<file path="src/rtl/assert_macros.svh">
// ----------------------------------------------------------------------------
// Assertion macros
// Shared wrappers for the concurrent checks in the RTL.
// ----------------------------------------------------------------------------
`ifndef ASSERT_MACROS_SVH
`define ASSERT_MACROS_SVH

// A condition that holds at every clock edge outside reset.
`define ASSERT_ALWAYS(lbl, clk, rst, expr, msg) \
  lbl: assert property (@(posedge clk) disable iff (rst) (expr)) else $error(msg);

// An antecedent that implies a consequent in the same cycle.
`define ASSERT_IMPLIES(lbl, clk, rst, ante, cons, msg) \
  lbl: assert property (@(posedge clk) disable iff (rst) (ante) |-> (cons)) else $error(msg);

// An antecedent that implies a consequent in the next cycle.
`define ASSERT_NEXT(lbl, clk, rst, ante, cons, msg) \
  lbl: assert property (@(posedge clk) disable iff (rst) (ante) |=> (cons)) else $error(msg);

`endif

</file>
<file path="src/rtl/bdq_pkg.sv">
// ----------------------------------------------------------------------------
// Bounded deque package
// Depth, command and status codes, and the beat types of the deque.
// ----------------------------------------------------------------------------
package bdq_pkg;

  // Number of words the deque holds.
  localparam int DEPTH = 16;
  // Width of a word count from zero to DEPTH, and of a cell index.
  localparam int CNT_W = $clog2(DEPTH + 1);
  localparam int IDX_W = $clog2(DEPTH);
  localparam int FILL_W = 5;

  // Commands.
  localparam logic [1:0] CMD_PUSH_FRONT = 2'd0;
  localparam logic [1:0] CMD_PUSH_REAR  = 2'd1;
  localparam logic [1:0] CMD_POP_FRONT  = 2'd2;
  localparam logic [1:0] CMD_POP_REAR   = 2'd3;

  // Result status codes.
  localparam logic [1:0] ST_OK    = 2'd0;
  localparam logic [1:0] ST_FULL  = 2'd1;
  localparam logic [1:0] ST_EMPTY = 2'd2;

  // Input beat.
  typedef struct packed {
    logic [1:0]         command;
    logic signed [31:0] push_value;
  } bdq_in_t;

  // Result beat.
  typedef struct packed {
    logic signed [31:0] popped_value;
    logic [1:0]         status;
    logic [FILL_W-1:0]  fill_count;
    logic               is_empty;
    logic               is_full;
  } bdq_out_t;

  // Control broadcast from the sequencer to every cell.
  typedef struct packed {
    logic             push_front;
    logic             pop_front;
    logic             push_rear;
    logic [CNT_W-1:0] count;
  } bdq_ctrl_t;

endpackage

</file>
<file path="src/rtl/bounded_double_ended_queue.sv">
// ----------------------------------------------------------------------------
// Bounded double-ended queue
// Push and front-pop results appear in the cycle after the beat; busy stays low.
// A rear pop on stored words raises busy while the tail word walks one cell a cycle
// down the chain to the front; the result is registered once it reaches cell 0.
// Throughput: one beat per cycle except during a rear-pop walk.
// Reset clears the count and control; stored words are undefined until written.
// ----------------------------------------------------------------------------
module bounded_double_ended_queue import bdq_pkg::*; (
  input  logic     clk,
  input  logic     rst,
  input  logic     start,
  output logic     busy,
  input  bdq_in_t  cmd_in,
  output logic     done,
  output bdq_out_t result
);

  `include "assert_macros.svh"

  logic [CNT_W-1:0]   count;
  logic [CNT_W-1:0]   count_next;
  logic [IDX_W-1:0]   walk;
  logic               accept;
  logic               finish;
  logic               walk_start;
  logic               res_valid;
  logic [1:0]         res_status;
  logic signed [31:0] res_pop;
  logic               is_full_now;
  logic               is_empty_now;
  bdq_ctrl_t          ctrl;

  logic signed [31:0] word_q [DEPTH];
  logic signed [31:0] rd_q   [DEPTH];

  assign accept       = start && !busy;
  assign finish       = busy && (walk == '0);
  assign is_full_now  = (count == CNT_W'(DEPTH));
  assign is_empty_now = (count == '0);

  // Command decode and next count.
  always_comb begin
    ctrl.push_front = 1'b0;
    ctrl.pop_front  = 1'b0;
    ctrl.push_rear  = 1'b0;
    ctrl.count      = count;
    count_next      = count;
    res_valid       = 1'b0;
    res_status      = ST_OK;
    res_pop         = '0;
    walk_start      = 1'b0;
    if (finish) begin
      res_valid  = 1'b1;
      res_pop    = rd_q[0];
      count_next = count - 1'b1;
    end else if (accept) begin
      unique case (cmd_in.command)
        CMD_PUSH_FRONT: begin
          res_valid = 1'b1;
          if (is_full_now) begin
            res_status = ST_FULL;
          end else begin
            ctrl.push_front = 1'b1;
            count_next      = count + 1'b1;
          end
        end
        CMD_PUSH_REAR: begin
          res_valid = 1'b1;
          if (is_full_now) begin
            res_status = ST_FULL;
          end else begin
            ctrl.push_rear = 1'b1;
            count_next     = count + 1'b1;
          end
        end
        CMD_POP_FRONT: begin
          res_valid = 1'b1;
          if (is_empty_now) begin
            res_status = ST_EMPTY;
          end else begin
            ctrl.pop_front = 1'b1;
            res_pop        = word_q[0];
            count_next     = count - 1'b1;
          end
        end
        CMD_POP_REAR: begin
          if (is_empty_now) begin
            res_valid  = 1'b1;
            res_status = ST_EMPTY;
          end else begin
            walk_start = 1'b1;
          end
        end
        default: begin
          res_valid = 1'b0;
        end
      endcase
    end
  end

  // Control state: count, walk sequencer and result strobe.
  always_ff @(posedge clk) begin
    if (rst) begin
      count <= '0;
      busy  <= 1'b0;
      walk  <= '0;
      done  <= 1'b0;
    end else begin
      count <= count_next;
      done  <= res_valid;
      if (walk_start) begin
        busy <= 1'b1;
        walk <= IDX_W'(count - 1'b1);
      end else if (finish) begin
        busy <= 1'b0;
      end else if (busy) begin
        walk <= walk - 1'b1;
      end
    end
  end

  // Result beat register.
  always_ff @(posedge clk) begin
    if (res_valid) begin
      result.popped_value <= res_pop;
      result.status       <= res_status;
      result.fill_count   <= FILL_W'(count_next);
      result.is_empty     <= (count_next == '0);
      result.is_full      <= (count_next == CNT_W'(DEPTH));
    end
  end

  // Chain of cells; cell 0 holds the front word.
  for (genvar i = 0; i < DEPTH; i++) begin : g_cell
    logic signed [31:0] left_word;
    logic signed [31:0] right_word;
    logic signed [31:0] right_rd;

    if (i == 0) begin : g_first
      assign left_word = cmd_in.push_value;
    end else begin : g_mid_left
      assign left_word = word_q[i-1];
    end

    if (i == DEPTH - 1) begin : g_last
      assign right_word = word_q[i];
      assign right_rd   = word_q[i];
    end else begin : g_mid_right
      assign right_word = word_q[i+1];
      assign right_rd   = rd_q[i+1];
    end

    bdq_cell #(
      .IDX(i)
    ) u_cell (
      .clk        (clk),
      .ctrl       (ctrl),
      .in_word    (cmd_in.push_value),
      .left_word  (left_word),
      .right_word (right_word),
      .right_rd   (right_rd),
      .word       (word_q[i]),
      .rd         (rd_q[i])
    );
  end

  // Checks on the count and the rear-pop walk.
  `ASSERT_ALWAYS(a_count_bound, clk, rst, count <= CNT_W'(DEPTH), "count exceeds depth")
  `ASSERT_IMPLIES(a_busy_nonempty, clk, rst, busy, count != '0, "walk running on empty deque")
  `ASSERT_NEXT(a_rear_walk, clk, rst,
               accept && cmd_in.command == CMD_POP_REAR && count != '0,
               busy && !done, "rear pop did not start a walk")
  `ASSERT_IMPLIES(a_refused_zero, clk, rst, done && result.status != ST_OK,
                  result.popped_value == '0, "refused beat carries a word")

endmodule

</file>
<file path="src/rtl/bdq_cell.sv">
// ----------------------------------------------------------------------------
// Deque cell
// One word of the deque chain, with the read-walk register beside it.
// ----------------------------------------------------------------------------
module bdq_cell import bdq_pkg::*; #(
  parameter int IDX = 0
) (
  input  logic               clk,
  input  bdq_ctrl_t          ctrl,
  input  logic signed [31:0] in_word,
  input  logic signed [31:0] left_word,
  input  logic signed [31:0] right_word,
  input  logic signed [31:0] right_rd,
  output logic signed [31:0] word,
  output logic signed [31:0] rd
);

  logic signed [31:0] word_next;
  logic               is_tail;
  logic               is_slot;

  // The tail word sits one below the count; a rear push lands at the count.
  assign is_tail = (ctrl.count == CNT_W'(IDX + 1));
  assign is_slot = (ctrl.count == CNT_W'(IDX));

  // Shift toward the rear, shift toward the front, or take a rear push.
  always_comb begin
    word_next = word;
    priority if (ctrl.push_front) begin
      word_next = left_word;
    end else if (ctrl.pop_front) begin
      word_next = right_word;
    end else if (ctrl.push_rear && is_slot) begin
      word_next = in_word;
    end else begin
      word_next = word;
    end
  end

  // Word storage; undefined until written.
  always_ff @(posedge clk) begin
    word <= word_next;
  end

  // The tail word walks one cell toward the front each cycle.
  always_ff @(posedge clk) begin
    rd <= is_tail ? word : right_rd;
  end

endmodule
</file>
<file path="config.mk">
export PLATFORM = sky130hd
export DESIGN_NAME = bounded_double_ended_queue
export DESIGN_NICKNAME = d
export VERILOG_FILES = /design/src/rtl/bdq_pkg.sv /design/src/rtl/bounded_double_ended_queue.sv /design/src/rtl/bdq_cell.sv
export VERILOG_INCLUDE_DIRS = /design/src /design/src/rtl
export SDC_FILE = /design/constraint.sdc
export NUM_CORES = 2
export LEC_CHECK = 0
export ABC_AREA = 1
export ABC_CLOCK_PERIOD_IN_PS = 11500
export BUFFER_PORTS_ARGS = -buffer_cell sky130_fd_sc_hd__buf_2
export CAP_MARGIN = 15
export CORE_ASPECT_RATIO = 1.25
export CORE_MARGIN = 4
export CORE_UTILIZATION = 50
export DETAILED_ROUTE_END_ITERATION = 16
export GPL_TIMING_DRIVEN = 0
export PLACE_DENSITY = 0.73
export RECOVER_POWER = 25
export SETUP_SLACK_MARGIN = 0.5
export SYNTH_ARGS = -nofsm -noshare
export SYNTH_HDL_FRONTEND = slang
export SYNTH_HIERARCHICAL = 1
export SYNTH_SLANG_ARGS = --single-unit
</file>
<file path="constraint.sdc">
create_clock -name clk -period 11.5 [get_ports clk]
set_clock_uncertainty 0.05 [all_clocks]
set_input_delay 0.575 -clock clk [delete_from_list [all_inputs] [get_ports clk]]
set_output_delay 0.575 -clock clk [all_outputs]
set_load 0.1 [all_outputs]
</file>
# Word-level counts from Yosys, hierarchy flattened

Index checks and enable logic that the tools add are counted.

Logic and storage cells: 208
Memories kept: 0
RAM bits: 0
Bits of input ports: 37
Bits in latches: 0
Register bits after elaboration: 1,076
ROM bits: 0
Output and inout port bits: 43

Reduce and logical (&&, ||, !) cells: 47
Mux-type cells: 94
$lt $le $gt $ge: 0
Multipliers: 0
Bitwise logic cells: 1
Shift-type cells: 0
Add/subtract/negate cells: 3
Eq/ne operators: 22
Divide/modulo/power cells: 0

Operators by type and width:

| operator              | count |
|---|---|
| $mux W32              | 67 |
| $reduce_bool A3 Y1    | 15 |
| $eq A5 B4 Y1 const B  | 8 |
| $eq A5 B3 Y1 const B  | 4 |
| $mux W5               | 4 |
| $logic_and A1 B1 Y1   | 18 |
| $mux W1               | 14 |
| $mux W4               | 3 |
| $eq A5 B2 Y1 const B  | 2 |
| $eq A5 B5 Y1 const B  | 2 |
| $logic_not A5 Y1      | 2 |
| $pmux W5 S2           | 1 |
| $mux W3               | 2 |
| $reduce_bool A2 Y1    | 3 |
| $reduce_or A2 Y1      | 3 |
| $add A5 B1 Y5 const B | 1 |
| $eq A5 B1 Y1 const B  | 1 |
| $sub A5 B1 Y5 const B | 1 |
| $eq A2 B2 Y1 const B  | 2 |
| $logic_not A4 Y1      | 1 |
| $ne A2 B1 Y1 const B  | 2 |
| $pmux W2 S2           | 1 |
| $reduce_and A2 Y1     | 2 |
| $sub A4 B1 Y4 const B | 1 |
| other kinds (7)       | 7 |

# Logic depth before layout (Yosys ltp)

Depth in word-level cells: 9
Mapped depth: 12
Gate-level depth less buffers: 12

# Hierarchy

Netlist, hierarchy kept.

By module, submodules not included:

| module                           | cells an instance | area an instance (sq um) | sequential area each (sq um) | times used |
|---|---|---|---|---|
| bdq_cell (g_cell[4].u_cell ...)  | 325               | 2,846.5                  | 1,601.5                      | 2 |
| bdq_cell (g_cell[5].u_cell ...)  | 325               | 2,825.2                  | 1,601.5                      | 2 |
| bdq_cell (g_cell[10].u_cell ...) | 325               | 2,761.4                  | 1,601.5                      | 2 |
| bdq_cell (g_cell[14].u_cell)     | 360               | 3,136.8                  | 1,601.5                      | 1 |
| bdq_cell (g_cell[11].u_cell)     | 330               | 2,949.1                  | 1,601.5                      | 1 |
| bdq_cell (g_cell[7].u_cell)      | 326               | 2,859.0                  | 1,601.5                      | 1 |
| bdq_cell (g_cell[2].u_cell)      | 328               | 2,854.0                  | 1,601.5                      | 1 |
| bdq_cell (g_cell[1].u_cell)      | 325               | 2,844.0                  | 1,601.5                      | 1 |
| bdq_cell (g_cell[3].u_cell)      | 326               | 2,831.5                  | 1,601.5                      | 1 |
| bdq_cell (g_cell[15].u_cell)     | 328               | 2,816.5                  | 1,601.5                      | 1 |
| bdq_cell (g_cell[0].u_cell)      | 325               | 2,812.7                  | 1,601.5                      | 1 |
| bdq_cell (g_cell[12].u_cell)     | 322               | 2,806.4                  | 1,601.5                      | 1 |
| bdq_cell (g_cell[13].u_cell)     | 324               | 2,802.7                  | 1,601.5                      | 1 |
| bounded_double_ended_queue       | 230               | 2,493.6                  | 1,451.4                      | 1 |

# Worst setup path after synthesis

Ideal clock, no wire load.

Path kind: register -> register
Start: register count[0]
End: register g_cell[6].u_cell.word[0], enable pin
Setup slack: 5.863 ns
Arrival time: 5.122 ns
Data required time: 10.984 ns
Cell stages (with the launch flop): 10
Cells stage by stage: dfxtp_1 inv_1 ha_1 nand3_1 nand3_2 nor2_1 inv_1 nor2_1 nand2_1 o21ai_0

RTL lines:

| what                     | line                              | RTL |
|---|---|---|
| start: declaration       | bounded_double_ended_queue.sv:21  | `logic [CNT_W-1:0] count;` |
| start signal: assignment | bounded_double_ended_queue.sv:110 | `count <= count_next;` |
| end signal: assignment   | bdq_cell.sv:42                    | `word <= word_next;` |
| end: declaration         | bdq_cell.sv:14                    | `output logic signed [31:0] word,` |

==> flow_metrics.env <==
export IMPL_portBuffers=78
export IMPL_ff_latch_area_sq_um=27100
export IMPL_synth_edff_count=553
export IMPL_hold_viol=0
export IMPL_final_common_cell="nand2_1"
export IMPL_synth_cells=5474
export IMPL_path_clk_slew_ns=0.07
export IMPL_tritoncts="built"
export IMPL_ctsResizeCount=0
export IMPL_drt_iter0_markers=3369
export IMPL_slew_viol_final=24
export IMPL_worst_pin_slew_ns=1.75
export IMPL_synth_area_leaders="edfxtp_1 (35%), dfxtp_1 (22%), nand2_1 (13%)"
export IMPL_hold_path_class="input pin to register"
export IMPL_worstSkewPairLatency_ns=0.68
export IMPL_dp_final_hpwl_mm=100
export IMPL_slew_limit_headroom_pct=-16.8
export IMPL_drc=0
export IMPL_synth_largest_area_cell="edfxtp_1"
export IMPL_holdPathEnd="busy"
export IMPL_syn_nets=5515
export IMPL_io_pins=80
export IMPL_r2r_start="count[0]"
export IMPL_cts_setup_buffers=0
export IMPL_tns_ns=0
export IMPL_rr_worst_depth=11
export IMPL_p_per_area_nw_per_um2=179
export IMPL_ant_nets=0
export IMPL_n_fill_cell=8656
export IMPL_grt_usage_pct=24.7
export IMPL_path_cells="inv_1 -> ha_1 -> nand3_1 -> nand3_1 -> inv_2 -> buf_2 -> buf_2 -> buf_2 -> nor2_1 -> nand2_1 -> buf_16"
export IMPL_vias_per_cell=5.39
export IMPL_rr_endpoint="g_cell[12].u_cell/word[7]"
export IMPL_finalCriticalPeriod_ns=4.40
export IMPL_start_kind="register"
export IMPL_fin_crit_sh_pct=38.3
export IMPL_cp_common_cell="buf_2"
export IMPL_die_w_um=285
export IMPL_worstHoldStart="rst"
export IMPL_r2r_slack_ns=7.10
export IMPL_dieArea_sq_um=101000
export IMPL_drtPass1Iterations=7
export IMPL_avgSynthCellArea_sq_um=8.78
export IMPL_cts_buffer_depth=3
export IMPL_htreeDepth=3
export IMPL_synth_area_sq_um=48100
export IMPL_slowest_delay_ns=0.70
export IMPL_leakagePower_nw=23.1
export IMPL_grt_max_degree=42
export IMPL_synth_seq_area_share_pct=56.3
export IMPL_synth_async_reset_ratio_pct=0
export IMPL_arrival_ns=4.72
export IMPL_synth_ff_type="edfxtp_1"
export IMPL_synth_top_cell_area_share_pct=34.5
export IMPL_antenna_found_initial=0
export IMPL_numCtsBuffers=106
export IMPL_total_power_mw=9.59
export IMPL_rows=126
export IMPL_worstPathRequired_ns=11.82
export IMPL_coreArea_sq_um=94900
export IMPL_grt_overflow=0
export IMPL_final_core_util_pct=56.5
export IMPL_grt_pass1_vias=38200
export IMPL_syn2layout_area_growth_pct=11.4
export IMPL_num_vias=38000
export IMPL_path_max_fanout=25
export IMPL_fmax_mhz=227
export IMPL_cpMaxStageDelayCell="dfxtp_1"
export IMPL_nNetsFinal=5724
export IMPL_mostFrequentLayoutCells="nand2_1 (1608), a21oi_1 (1031), nor2_1 (566)"
export IMPL_critPathKind="register to register"
export IMPL_ys_ff_latch=1076
export IMPL_antenna_cells=0
export IMPL_start_util_pct=50.7
export IMPL_status="finished, violations left"
export IMPL_critPathCaptureType="register"
export IMPL_setup_viol=0
export IMPL_maxCapViolations=1
export IMPL_cts_hold_buf=0
export IMPL_yosys_warnings=6
export IMPL_violations="max-capacitance violations, max-slew violations"
export IMPL_ys_types=39
export IMPL_die_h_um=355
export IMPL_post_drt_wl_per_cell_um=18.3
export IMPL_whs_path_depth=2
export IMPL_gp_congestion=0.943
export IMPL_multi_input_comb_area_sq_um=17500
export IMPL_rsz0062_at_grt="false"
export IMPL_timing_hold_ws_ns=0.248
export IMPL_cts_sinks=1076
export IMPL_grt_pass1_wl_mm=201
export IMPL_root_buffer="clkbuf_16"
export IMPL_drive_above_1_share_pct=13.1
export IMPL_ir_worst_vdd_mv=0.129
export IMPL_wirelength_mm=129
## worst max-delay path: cells and delay by family, from the launching register on
kind                       cells  cell delay, ns
buffers and inverters          6            1.90
and+or+nand+nor                4            1.05
DFF                            1            0.70
adders and majority gates      1            0.34
## metal layers
layer	global-route usage (%)	vias up	wire length (um)
li1	-	19000	-
met1	27.0	17100	46500
met2	45.9	1586	66700
met3	2.74	343	8280
met4	14.4	0	7660
met5	0	-	0
## area by class of cell
type | instances | share of cell area (%)
repair buffers | 101 | 1.76
plain buffers | 406 | 4.57
clock inverters | 48 | 0.855
multi-input cells | 3857 | 32.8
well taps | 1280 | 2.99
clock buffers | 152 | 5.58
flip-flops and latches | 1076 | 50.5
inverters | 135 | 0.948
## cell usage after synthesis (2+ instances only)
master and count:
inv_2 49, nand4_1 298, nand3_2 12, a22o_1 32, nor2_2 6, o21ai_1 5, clkbuf_4 4, dfxtp_1 523
inv_1 84, nand2_1 1606, buf_4 67, nand3_4 11, buf_6 84, nand2_2 38, ha_1 4, buf_2 243
buf_1 2, o21bai_2 5, nand2_4 2, a31oi_1 2, nor2_4 28, nand3_1 173, edfxtp_1 553, nor3_1 3
nor2_1 554, a21oi_1 1031, xnor2_1 2, nor2_8 4, clkbuf_1 5, o21ai_0 8, o21bai_1 28
## registers in the layout, summed over array words and instances, names as in the netlist
signal and count:
busy 1, count 5, done 1, g_cell.u_cell/rd 512, g_cell.u_cell/word 512, result 41
walk 4
## how the worst max path moves through the flow
stage,start,to,cells past startpoint
detailed placement,count[0],g_cell[12].u_cell/word[5],11
finish,count[0],g_cell[12].u_cell/word[7],11
CTS,count[0],g_cell[12].u_cell/word[7],11
global route,count[0],g_cell[12].u_cell/word[7],11
global placement,count[0],g_cell[13].u_cell/word[7],9
floorplan,count[0],g_cell[6].u_cell/word[0],9
## logic make-up (layout without fill, tap and decap cells)
group / after synthesis / after routing / share of synthesized area (%)
simple gates: 2736 / 2736 / 24.7
compound gates: 1114 / 1114 / 12.1
flops: 1076 / 1076 / 56.3
buf+inv: 541 / 842 / 6.75
fa+ha+maj: 4 / 4 / 0.104
xor+xnor: 3 / 3 / 0.0547
## stage by stage
| stage | worst slack (ns) | instances | instance area, sq um |
|---|---|---|---|
| final | 7.10 | 7055 | 53600 |
| after global routing | 6.88 | 7055 | 53600 |
| after CTS | 7.64 | 7055 | 54200 |
| after detailed placement | 7.66 | 6855 | 50700 |
| after global placement | 3.11 | 6832 | 50100 |
| after floorplan | 5.86 | 5474 | 48100 |
## power breakdown
part           total (mW)  switching, mW  internal [mW]  leakage [nW]
combinational        1.37          0.936          0.431          11.9
clock                3.41           1.48           1.93          1.69
sequential           4.81          0.219           4.59          9.55
total                9.59           2.63           6.96          23.1
Note: power is estimated with default switching activity, not from simulation.
